==> src/hdl/ctaus_pkg.sv <==
// Shared types, constants and generator step functions for the random unit.
package ctaus_pkg;

    localparam logic [2:0] OP_RESEED = 3'd0;
    localparam logic [2:0] OP_RAW    = 3'd1;
    localparam logic [2:0] OP_COIN   = 3'd2;
    localparam logic [2:0] OP_ODDS   = 3'd3;
    localparam logic [2:0] OP_RANGE  = 3'd4;

    localparam logic [31:0] MASK_ONE   = 32'hFFFF_FFFE;
    localparam logic [31:0] MASK_TWO   = 32'hFFFF_FFF8;
    localparam logic [31:0] MASK_THREE = 32'hFFFF_FFF0;
    localparam logic [31:0] SALT_ONE   = 32'hFEA0_9B9D;
    localparam logic [31:0] SALT_TWO   = 32'h9C12_9511;
    localparam logic [31:0] SALT_THREE = 32'h2512_CFB8;

    localparam int unsigned WORD_W = 32;
    localparam int unsigned CNT_W  = $clog2(WORD_W);

    typedef struct packed {
        logic [31:0] one;
        logic [31:0] two;
        logic [31:0] three;
    } comps_t;

    // controller -> datapath
    typedef struct packed {
        logic load;
        logic prep;
        logic div_step;
        logic fin_load;
    } ctaus_cmd_t;

    // datapath -> controller
    typedef struct packed {
        logic needs_div;
        logic div_last;
    } ctaus_stat_t;

    function automatic comps_t ctaus_advance(comps_t c);
        comps_t n;
        n.one   = ((c.one & MASK_ONE) << 24) ^ ((c.one ^ (c.one << 7)) >> 7);
        n.two   = ((c.two & MASK_TWO) << 7) ^ ((c.two ^ (c.two << 2)) >> 22);
        n.three = ((c.three & MASK_THREE) << 11) ^ ((c.three ^ (c.three << 9)) >> 17);
        return n;
    endfunction

    function automatic comps_t ctaus_reseed(logic [31:0] s);
        comps_t n;
        n.one   = (s ^ SALT_ONE) & MASK_ONE;
        n.two   = (s ^ SALT_TWO) & MASK_TWO;
        n.three = (s ^ SALT_THREE) & MASK_THREE;
        // fold the top bits of (x << k) ^ x into the low bits
        n.one   = n.one ^ (((n.one << 7) ^ n.one) >> 31);
        n.two   = n.two ^ (((n.two << 2) ^ n.two) >> 29);
        n.three = n.three ^ (((n.three << 9) ^ n.three) >> 28);
        return ctaus_advance(n);
    endfunction

    localparam comps_t COMPS_INIT = ctaus_reseed(32'd0);

endpackage

==> src/hdl/ctaus_ctrl.sv <==
// Sequencer for the random unit: accept, setup, divide, deliver.
module ctaus_ctrl
    import ctaus_pkg::*;
(
    input  logic        clk,
    input  logic        rst_n,
    input  logic        in_valid,
    output logic        in_stall,
    output logic        out_valid,
    input  logic        out_stall,
    input  ctaus_stat_t stat,
    output ctaus_cmd_t  cmd
);

    typedef enum logic [1:0] {
        ST_IDLE,
        ST_PREP,
        ST_DIV,
        ST_FIN
    } state_t;

    state_t state_reg, state_next;
    logic   out_valid_reg, out_valid_next;
    logic   out_free;

    assign out_free  = !out_valid_reg || !out_stall;
    assign in_stall  = (state_reg != ST_IDLE);
    assign out_valid = out_valid_reg;

    always_comb
    begin
        state_next   = state_reg;
        cmd.load     = 1'b0;
        cmd.prep     = 1'b0;
        cmd.div_step = 1'b0;
        cmd.fin_load = 1'b0;
        unique case (state_reg)
            ST_IDLE:
            begin
                if (in_valid)
                begin
                    cmd.load   = 1'b1;
                    state_next = ST_PREP;
                end
            end
            ST_PREP:
            begin
                cmd.prep   = 1'b1;
                state_next = stat.needs_div ? ST_DIV : ST_FIN;
            end
            ST_DIV:
            begin
                cmd.div_step = 1'b1;
                if (stat.div_last)
                    state_next = ST_FIN;
            end
            ST_FIN:
            begin
                // wait here while the output register still holds an untaken beat
                if (out_free)
                begin
                    cmd.fin_load = 1'b1;
                    state_next   = ST_IDLE;
                end
            end
            default:
            begin
                state_next = ST_IDLE;
            end
        endcase
    end

    always_comb
    begin
        priority if (cmd.fin_load)
            out_valid_next = 1'b1;
        else if (out_valid_reg && !out_stall)
            out_valid_next = 1'b0;
        else
            out_valid_next = out_valid_reg;
    end

    always_ff @(posedge clk or negedge rst_n)
    begin
        if (!rst_n)
        begin
            state_reg     <= ST_IDLE;
            out_valid_reg <= 1'b0;
        end
        else
        begin
            state_reg     <= state_next;
            out_valid_reg <= out_valid_next;
        end
    end

endmodule

==> src/hdl/ctaus_dp.sv <==
// Datapath: generator components, radix-2 remainder unit and output register.
module ctaus_dp
    import ctaus_pkg::*;
(
    input  logic        clk,
    input  logic        rst_n,
    input  ctaus_cmd_t  cmd,
    output ctaus_stat_t stat,
    input  logic [2:0]  op,
    input  logic [31:0] seed_value,
    input  logic [31:0] arg_a,
    input  logic [31:0] arg_b,
    output logic [31:0] value,
    output logic        decision
);

    comps_t           comp_reg;
    comps_t           comp_adv;
    comps_t           comp_next;
    logic [31:0]      word_reg;
    logic [2:0]       op_reg;
    logic [31:0]      lo_reg, hi_reg, mod_reg, rem_reg, dvd_reg;
    logic [CNT_W-1:0] cnt_reg;
    logic [31:0]      value_reg;
    logic             decision_reg;

    logic             swap;
    logic [32:0]      trial;
    logic [32:0]      diff;
    logic [31:0]      rem_final;
    logic [31:0]      value_next;
    logic             decision_next;

    assign comp_adv = ctaus_advance(comp_reg);

    always_comb
    begin
        if (op == OP_RESEED)
            comp_next = ctaus_reseed(seed_value);
        else if (op == OP_RAW || op == OP_COIN || op == OP_ODDS || op == OP_RANGE)
            comp_next = comp_adv;
        else
            comp_next = comp_reg;
    end

    // signed compare of the range bounds
    assign swap = (op == OP_RANGE) && ($signed(arg_a) > $signed(arg_b));

    // one restoring step per cycle
    assign trial = {rem_reg, dvd_reg[31]};
    assign diff  = trial - {1'b0, mod_reg};

    // zero modulus means 2^32: the word is its own remainder
    assign rem_final = (mod_reg == 32'd0) ? word_reg : rem_reg;

    always_comb
    begin
        value_next    = 32'd0;
        decision_next = 1'b0;
        if (op_reg == OP_RAW)
            value_next = word_reg;
        else if (op_reg == OP_COIN)
            decision_next = word_reg[31];
        else if (op_reg == OP_ODDS)
            decision_next = (rem_final <= hi_reg);
        else if (op_reg == OP_RANGE)
            value_next = rem_final + lo_reg;
    end

    assign stat.needs_div = (op_reg == OP_ODDS) || (op_reg == OP_RANGE);
    assign stat.div_last  = (cnt_reg == '0);

    always_ff @(posedge clk or negedge rst_n)
    begin
        if (!rst_n)
            comp_reg <= COMPS_INIT;
        else if (cmd.load)
            comp_reg <= comp_next;
    end

    always_ff @(posedge clk)
    begin
        if (cmd.load)
        begin
            op_reg   <= op;
            word_reg <= comp_adv.one ^ comp_adv.two ^ comp_adv.three;
            lo_reg   <= swap ? arg_b : arg_a;
            hi_reg   <= swap ? arg_a : arg_b;
        end
        if (cmd.prep)
        begin
            mod_reg <= (op_reg == OP_ODDS) ? lo_reg + 32'd1 : hi_reg - lo_reg + 32'd1;
            rem_reg <= 32'd0;
            dvd_reg <= word_reg;
            cnt_reg <= CNT_W'(WORD_W - 1);
        end
        if (cmd.div_step)
        begin
            rem_reg <= diff[32] ? trial[31:0] : diff[31:0];
            dvd_reg <= {dvd_reg[30:0], 1'b0};
            cnt_reg <= cnt_reg - 1'b1;
        end
        if (cmd.fin_load)
        begin
            value_reg    <= value_next;
            decision_reg <= decision_next;
        end
    end

    assign value    = value_reg;
    assign decision = decision_reg;

endmodule

==> src/hdl/combined_tausworthe_random_unit.sv <==
// Top level of the combined Tausworthe random unit.
// Every accepted beat yields one result beat. Reseed, raw word, coin flip and
// unknown operations pass from acceptance through the setup and finish states
// into the output register; odds and range also pass through the remainder
// unit, which resolves one quotient bit per cycle. One item is worked at a time:
// in_stall stays high from the cycle after acceptance until the result has
// moved into the output register, so the next beat can be taken once it is
// there. The output register can hold a finished beat while the next item is
// accepted.
// The generator state comes out of reset as if reseeded with zero.
module combined_tausworthe_random_unit
    import ctaus_pkg::*;
(
    input  logic        clk,
    input  logic        rst_n,
    input  logic        in_valid,
    output logic        in_stall,
    input  logic [2:0]  op,
    input  logic [31:0] seed_value,
    input  logic [31:0] arg_a,
    input  logic [31:0] arg_b,
    output logic        out_valid,
    input  logic        out_stall,
    output logic [31:0] value,
    output logic        decision
);

    ctaus_cmd_t  cmd;
    ctaus_stat_t stat;

    ctaus_ctrl u_ctrl (
        .clk       (clk),
        .rst_n     (rst_n),
        .in_valid  (in_valid),
        .in_stall  (in_stall),
        .out_valid (out_valid),
        .out_stall (out_stall),
        .stat      (stat),
        .cmd       (cmd)
    );

    ctaus_dp u_dp (
        .clk        (clk),
        .rst_n      (rst_n),
        .cmd        (cmd),
        .stat       (stat),
        .op         (op),
        .seed_value (seed_value),
        .arg_a      (arg_a),
        .arg_b      (arg_b),
        .value      (value),
        .decision   (decision)
    );

endmodule

==> config.mk <==
export PLATFORM = sky130hd
export DESIGN_NAME = combined_tausworthe_random_unit
export DESIGN_NICKNAME = d
export VERILOG_FILES = /design/src/hdl/ctaus_pkg.sv /design/src/hdl/ctaus_ctrl.sv /design/src/hdl/ctaus_dp.sv /design/src/hdl/combined_tausworthe_random_unit.sv
export SDC_FILE = /design/constraint.sdc
export NUM_CORES = 1
export LEC_CHECK = 0
export BUFFER_PORTS_ARGS = -buffer_cell sky130_fd_sc_hd__buf_2
export CAP_MARGIN = 20
export CORE_UTILIZATION = 30
export CTS_CLUSTER_DIAMETER = 30
export DETAILED_ROUTE_END_ITERATION = 10
export GPL_TIMING_DRIVEN = 1
export PLACE_DENSITY = 0.5
export SLEW_MARGIN = 40
export SYNTH_ARGS = -nofsm -noshare
export SYNTH_HDL_FRONTEND = slang
export SYNTH_SLANG_ARGS = --single-unit
==> constraint.sdc <==
create_clock -name clk -period 14.3 [get_ports clk]
set_clock_uncertainty 0.15 [all_clocks]
set_input_delay 0.715 -clock clk [delete_from_list [all_inputs] [get_ports clk]]
set_output_delay 0.715 -clock clk [all_outputs]
set_load 0.005 [all_outputs]
# After elaboration in Yosys (flattened, before gate mapping)
# Index checks and enable logic that the tools add are counted.
# totals
elab_cells	112
ff_bits	332
in_bits	103
output_inout_bits	35
# op_classes
eq_ne	14
bitwise	23
muxes	32
order_cmp	2
n_addsub	6
reduce_logical	19
# ops
operator	count
32-bit two-way mux	13
32-bit bitwise XOR	11
96-bit two-way mux	2
32-bit by 1-bit adder with 32-bit output, second input constant	2
32-bit by 10-bit bitwise XOR with 32-bit output	2
32-bit by 15-bit bitwise XOR with 32-bit output	2
32-bit by 25-bit bitwise XOR with 32-bit output	2
33-bit by 32-bit subtractor with 33-bit output	1
32-bit adder	1
32-bit > comparator	1
32-bit less-or-equal comparator	1
32-bit logical NOT	1
32-bit subtractor	1
32-bit by 1-bit bitwise XOR with 32-bit output	1
32-bit by 3-bit bitwise XOR with 32-bit output	1
32-bit by 4-bit bitwise XOR with 32-bit output	1
19-bit inverter	1
15-bit inverter	1
3-bit by 2-bit == test with 1-bit output, second input constant	4
12-bit inverter	1
1-bit two-way mux	11
5-bit two-way mux	2
2-bit one-hot mux with 4 select lines	1
2-bit nonzero test	4
other kinds (16)	28

# Logic depth before layout (Yosys ltp)
# depth
depth_word	7
ltp_mapped	19
depth_no_buf	18

# Cells and area by module
# Synthesis repeated with hierarchy kept, for this count alone.
# hier_totals
cells_unflattened	2947
area_unflattened_um2	26007.4
# modules_own_cells
module	area_each_um2	cells_each	n_inst	seq_area_each_um2
ctaus_dp	25761.0	2924	1	9267.6
ctaus_ctrl	246.5	23	1	75.1

# Worst setup path before layout
# Ideal clock, no wire load.
# synth_path
path_kind	reg-to-reg
startpoint	register u_dp.mod_reg[25]
endpoint	register u_dp.value_reg[31], in the netlist u_dp.value[31] (data pin)
setup_ps	256
arrival_time_ps	4541
synth_period_minus_slack_ps	4947
stages_incl_launch_ff	16
n_path_buf	1
slack_ps	9353
required_ps	13894
path_cell_list	edfxtp_1 > nor4_1 > nand4_1 > nor2_1 > clkbuf_1 > mux2_2 > ha_1 > a2111oi_1 > a21oi_1 > o41a_1 > a221o_1 > nor3b_1 > or4_1 > a31oi_1 > xnor3_1 > a22o_1
# synth_via
elab_chain_len	7
# synth_lines
item	line	rtl
from (decl)	ctaus_dp.sv:22	logic [31:0] lo_reg, hi_reg, mod_reg, rem_reg, dvd_reg;
from (signal assigned)	ctaus_dp.sv:92	mod_reg <= (op_reg == OP_ODDS) ? lo_reg + 32'd1 : hi_reg - lo_reg + 32'd1;
32-bit logical NOT	ctaus_dp.sv:54	assign rem_final = (mod_reg == 32'd0) ? word_reg : rem_reg;
32-bit two-way mux	ctaus_dp.sv:54	
32-bit adder	ctaus_dp.sv:67	value_next = rem_final + lo_reg;
32-bit two-way mux	ctaus_dp.sv:66	else if (op_reg == OP_RANGE)
32-bit two-way mux	ctaus_dp.sv:64	else if (op_reg == OP_ODDS)
32-bit two-way mux	ctaus_dp.sv:62	else if (op_reg == OP_COIN)
32-bit two-way mux	ctaus_dp.sv:60	if (op_reg == OP_RAW)
via u_dp.value_next[31]	ctaus_dp.sv:31	logic [31:0] value_next;
to (signal assigned)	ctaus_dp.sv:105	value_reg <= value_next;
to (decl)	ctaus_dp.sv:24	logic [31:0] value_reg;
# The timed path passes the listed nets, and every way through them passes these cells.
# A chain may end at the register's enable or synchronous reset.

# Worst setup path in the final report
# layout_path
startpoint	register u_dp.mod_reg[29]
endpoint	register u_dp.value_reg[31], in the netlist u_dp.value[31] (data pin)
# Same word-level chain as after synthesis.

==> impl_metrics.json <==
{
  "status": "completed",
  "gp_congestion": 0.901,
  "dp.cells": 3350,
  "worst_setup_path_end_kind": "flop",
  "hold_violations": 0,
  "relSlewSlack": 0.454,
  "fin_cells": 3516,
  "yosysMostFrequentCell": "edfxtp_1",
  "die-area_um2": 76800,
  "grt_max_degree": 109,
  "io_buffers": 136,
  "syn_inst": 2328,
  "p_leak_nw": 11.6,
  "synth.net_count": 2636,
  "finalSetupTns_ps": 0,
  "holdPathStages": 2,
  "tightest_slew_ps": 819,
  "setup_viol": 0,
  "hp-class": "in2reg",
  "place_area_um2": 24400,
  "crit_path_max_fanout": 33,
  "synth_ff_type": "edfxtp_1",
  "grt_setup_unrepaired": "no",
  "fin_crit_sh": 0.391,
  "grt_pass1_wl_mm": 102,
  "via_per_inst": 5.03,
  "finalMaxSlewViolations": 0,
  "synthToLayoutAreaGrowth_pct": 21.9,
  "yosysUniqueCellTypes": 65,
  "cts-root-buf": "clkbuf_16",
  "diodes": 0,
  "wl_per_cell_um": 19.2,
  "core_um2": 74700,
  "drv_cap": 0,
  "crit_path_start": "u_dp.mod_reg[29]",
  "r2r_start": "u_dp.mod_reg[29]",
  "rows": 100,
  "p_total_mw": 7.23,
  "pin_count": 138,
  "start_util": 0.304,
  "synth_edf_count": 232,
  "antenna_found_initial": 1,
  "cts_resized": 0,
  "power_density_nw_per_um2": 261,
  "r2r_slack_ps": 8710,
  "period_needed_ps": 5590,
  "yosys.area.top_type": "edfxtp_1",
  "ir_drop_mv": 0.150,
  "worstSetupStartpointType": "flop",
  "die_y_um": 277,
  "netlist_area_um2": 22700,
  "fmax_mhz": 179,
  "synth_commonest_cells": "232 x edfxtp_1, 222 x o21ai_0, 213 x nand2_1",
  "grt_overflow": 0,
  "clkSinkCount": 325,
  "yosysSeqAreaShare": 0.411,
  "routed_wl_mm": 67.6,
  "fin_ws_ps": 8710,
  "post-route-util": 0.371,
  "hold_path_end": "u_ctrl.out_valid",
  "drive_gt1_frac": 0.182,
  "synth.top_cells.by_area": "edfxtp_1 31%, ha_1 11%, xnor2_1 7.2%",
  "hp-start": "out_stall",
  "vias": 17700,
  "post-dp-hpwl_mm": 51.0,
  "r2r_end": "u_dp.value[31]",
  "reg2reg_depth": 17,
  "drt_iter0_markers": 1202,
  "die_x_um": 277,
  "largest_reg_flops": 89,
  "grt_pass1_vias": 17400,
  "htreeDepth": 3,
  "ys_ff_latch": 325,
  "holdWs_ps": 228,
  "postSynthAreaPerCell_um2": 9.75,
  "grt_usage": 0.173,
  "path_clk_slew_ps": 50,
  "insertion_delay_ps": 640,
  "path_class": "reg2reg",
  "stdcell_area_um2": 27700,
  "first_pass_iters": 5,
  "cts_tree": "done",
  "worstPathRequired_ps": 14530,
  "async_reset_ff_frac": 0.283,
  "antenna_left": 0,
  "dp_slack_ps": 8680,
  "cp.arrival_ps": 5820,
  "synth_top_area_frac": 0.307,
  "cts.path.max_buffers": 3,
  "cts_inserted_buffers": 88,
  "yosys_warnings": 0,
  "drcViolationCount": 0,
  "nets": 2780
}
logic make-up (layout without fill, tap and decap cells):
logic type	after synthesis	in the layout	synth area share
AOI/OAI and AO/OA	608	608	0.164
xor gates and xnor gates	272	272	0.106
adders and majority gates	205	205	0.114
buffers and inverters	248	467	0.0415
DFF	325	325	0.411
muxes	100	100	0.0494
and+or+nand+nor	570	570	0.115
area by class of cell:
cell class,count,area [um^2]
Tap cell,969,1210
Clock inverter,56,828
Sequential cell,325,9340
Inverter,148,556
Fill cell,7418,47000
Multi-Input combinational cell,1755,12500
Clock buffer,109,2390
Timing Repair Buffer,154,840
per-layer routing:
metal	vias up	track usage	part of all wire
met5	-	0	0
met4	0	0.0662	0.027
met3	105	0.0295	0.050
met2	443	0.283	0.47
met1	8488	0.229	0.45
li1	8665	-	-
how the worst max path moves through the flow:
stage,end
after CTS,u_dp.value[31]
final,u_dp.value[31]
after detailed placement,u_dp.value[31]
after global routing,u_dp.value[31]
after global placement,u_dp.value[31]
after floorplan,u_dp.value[31]
worst max-delay path, stage by stage, from the launching register on:
cell and delay (ps):
edfxtp_1 400, nor4_1 380, nand4_1 260, nor2_2 160
buf_4 430, mux2_2 440, ha_1 310, a211oi_2 230
o21ai_1 140, nand4_1 110, a21oi_1 110, o41a_1 410
a221o_1 450, nor3b_1 220, or4_1 490, a31oi_1 200
xnor3_1 230, a22o_1 210
what timing repair did:
item / in CTS / in global routing
endpoints found under the hold margin: 18 / 0
hold buffers: 1 / 0
setup buffers: 0 / 0
power by group:
part	leakage (nW)	internal [mW]	switching, mW
combinational	6.74	1.26	1.86
sequential	3.28	1.64	0.374
clock	1.55	1.46	0.638
total	11.6	4.36	2.87
cells in the final DEF, fill, tap and decap left out, types with 6 or more instances in the layout:
cell / count
bufinv_16: 15
nor2b_1: 20
o21a_1: 18
a31oi_1: 23
edfxtp_1: 232
ha_1: 200
and2_1: 13
a221oi_1: 7
nand2_1: 210
clkbuf_8: 9
clkinv_1: 6
nor4_1: 11
nand4_1: 33
nor2_1: 144
xnor2_1: 187
a211oi_1: 11
clkinv_4: 6
mux2_2: 92
a22o_1: 38
nand3_1: 57
clkinv_2: 13
o21ai_0: 222
nand2b_1: 20
xor2_1: 83
a21oi_1: 149
dfstp_2: 43
nor3_1: 20
clkbuf_16: 89
a21o_1: 66
clkbuf_1: 11
inv_1: 148
a22oi_1: 20
and3_1: 11
clkinvlp_4: 7
buf_4: 13
buf_2: 135
o21bai_1: 11
dfrtp_1: 49
No activity file was read; power rests on OpenSTA's default activity.
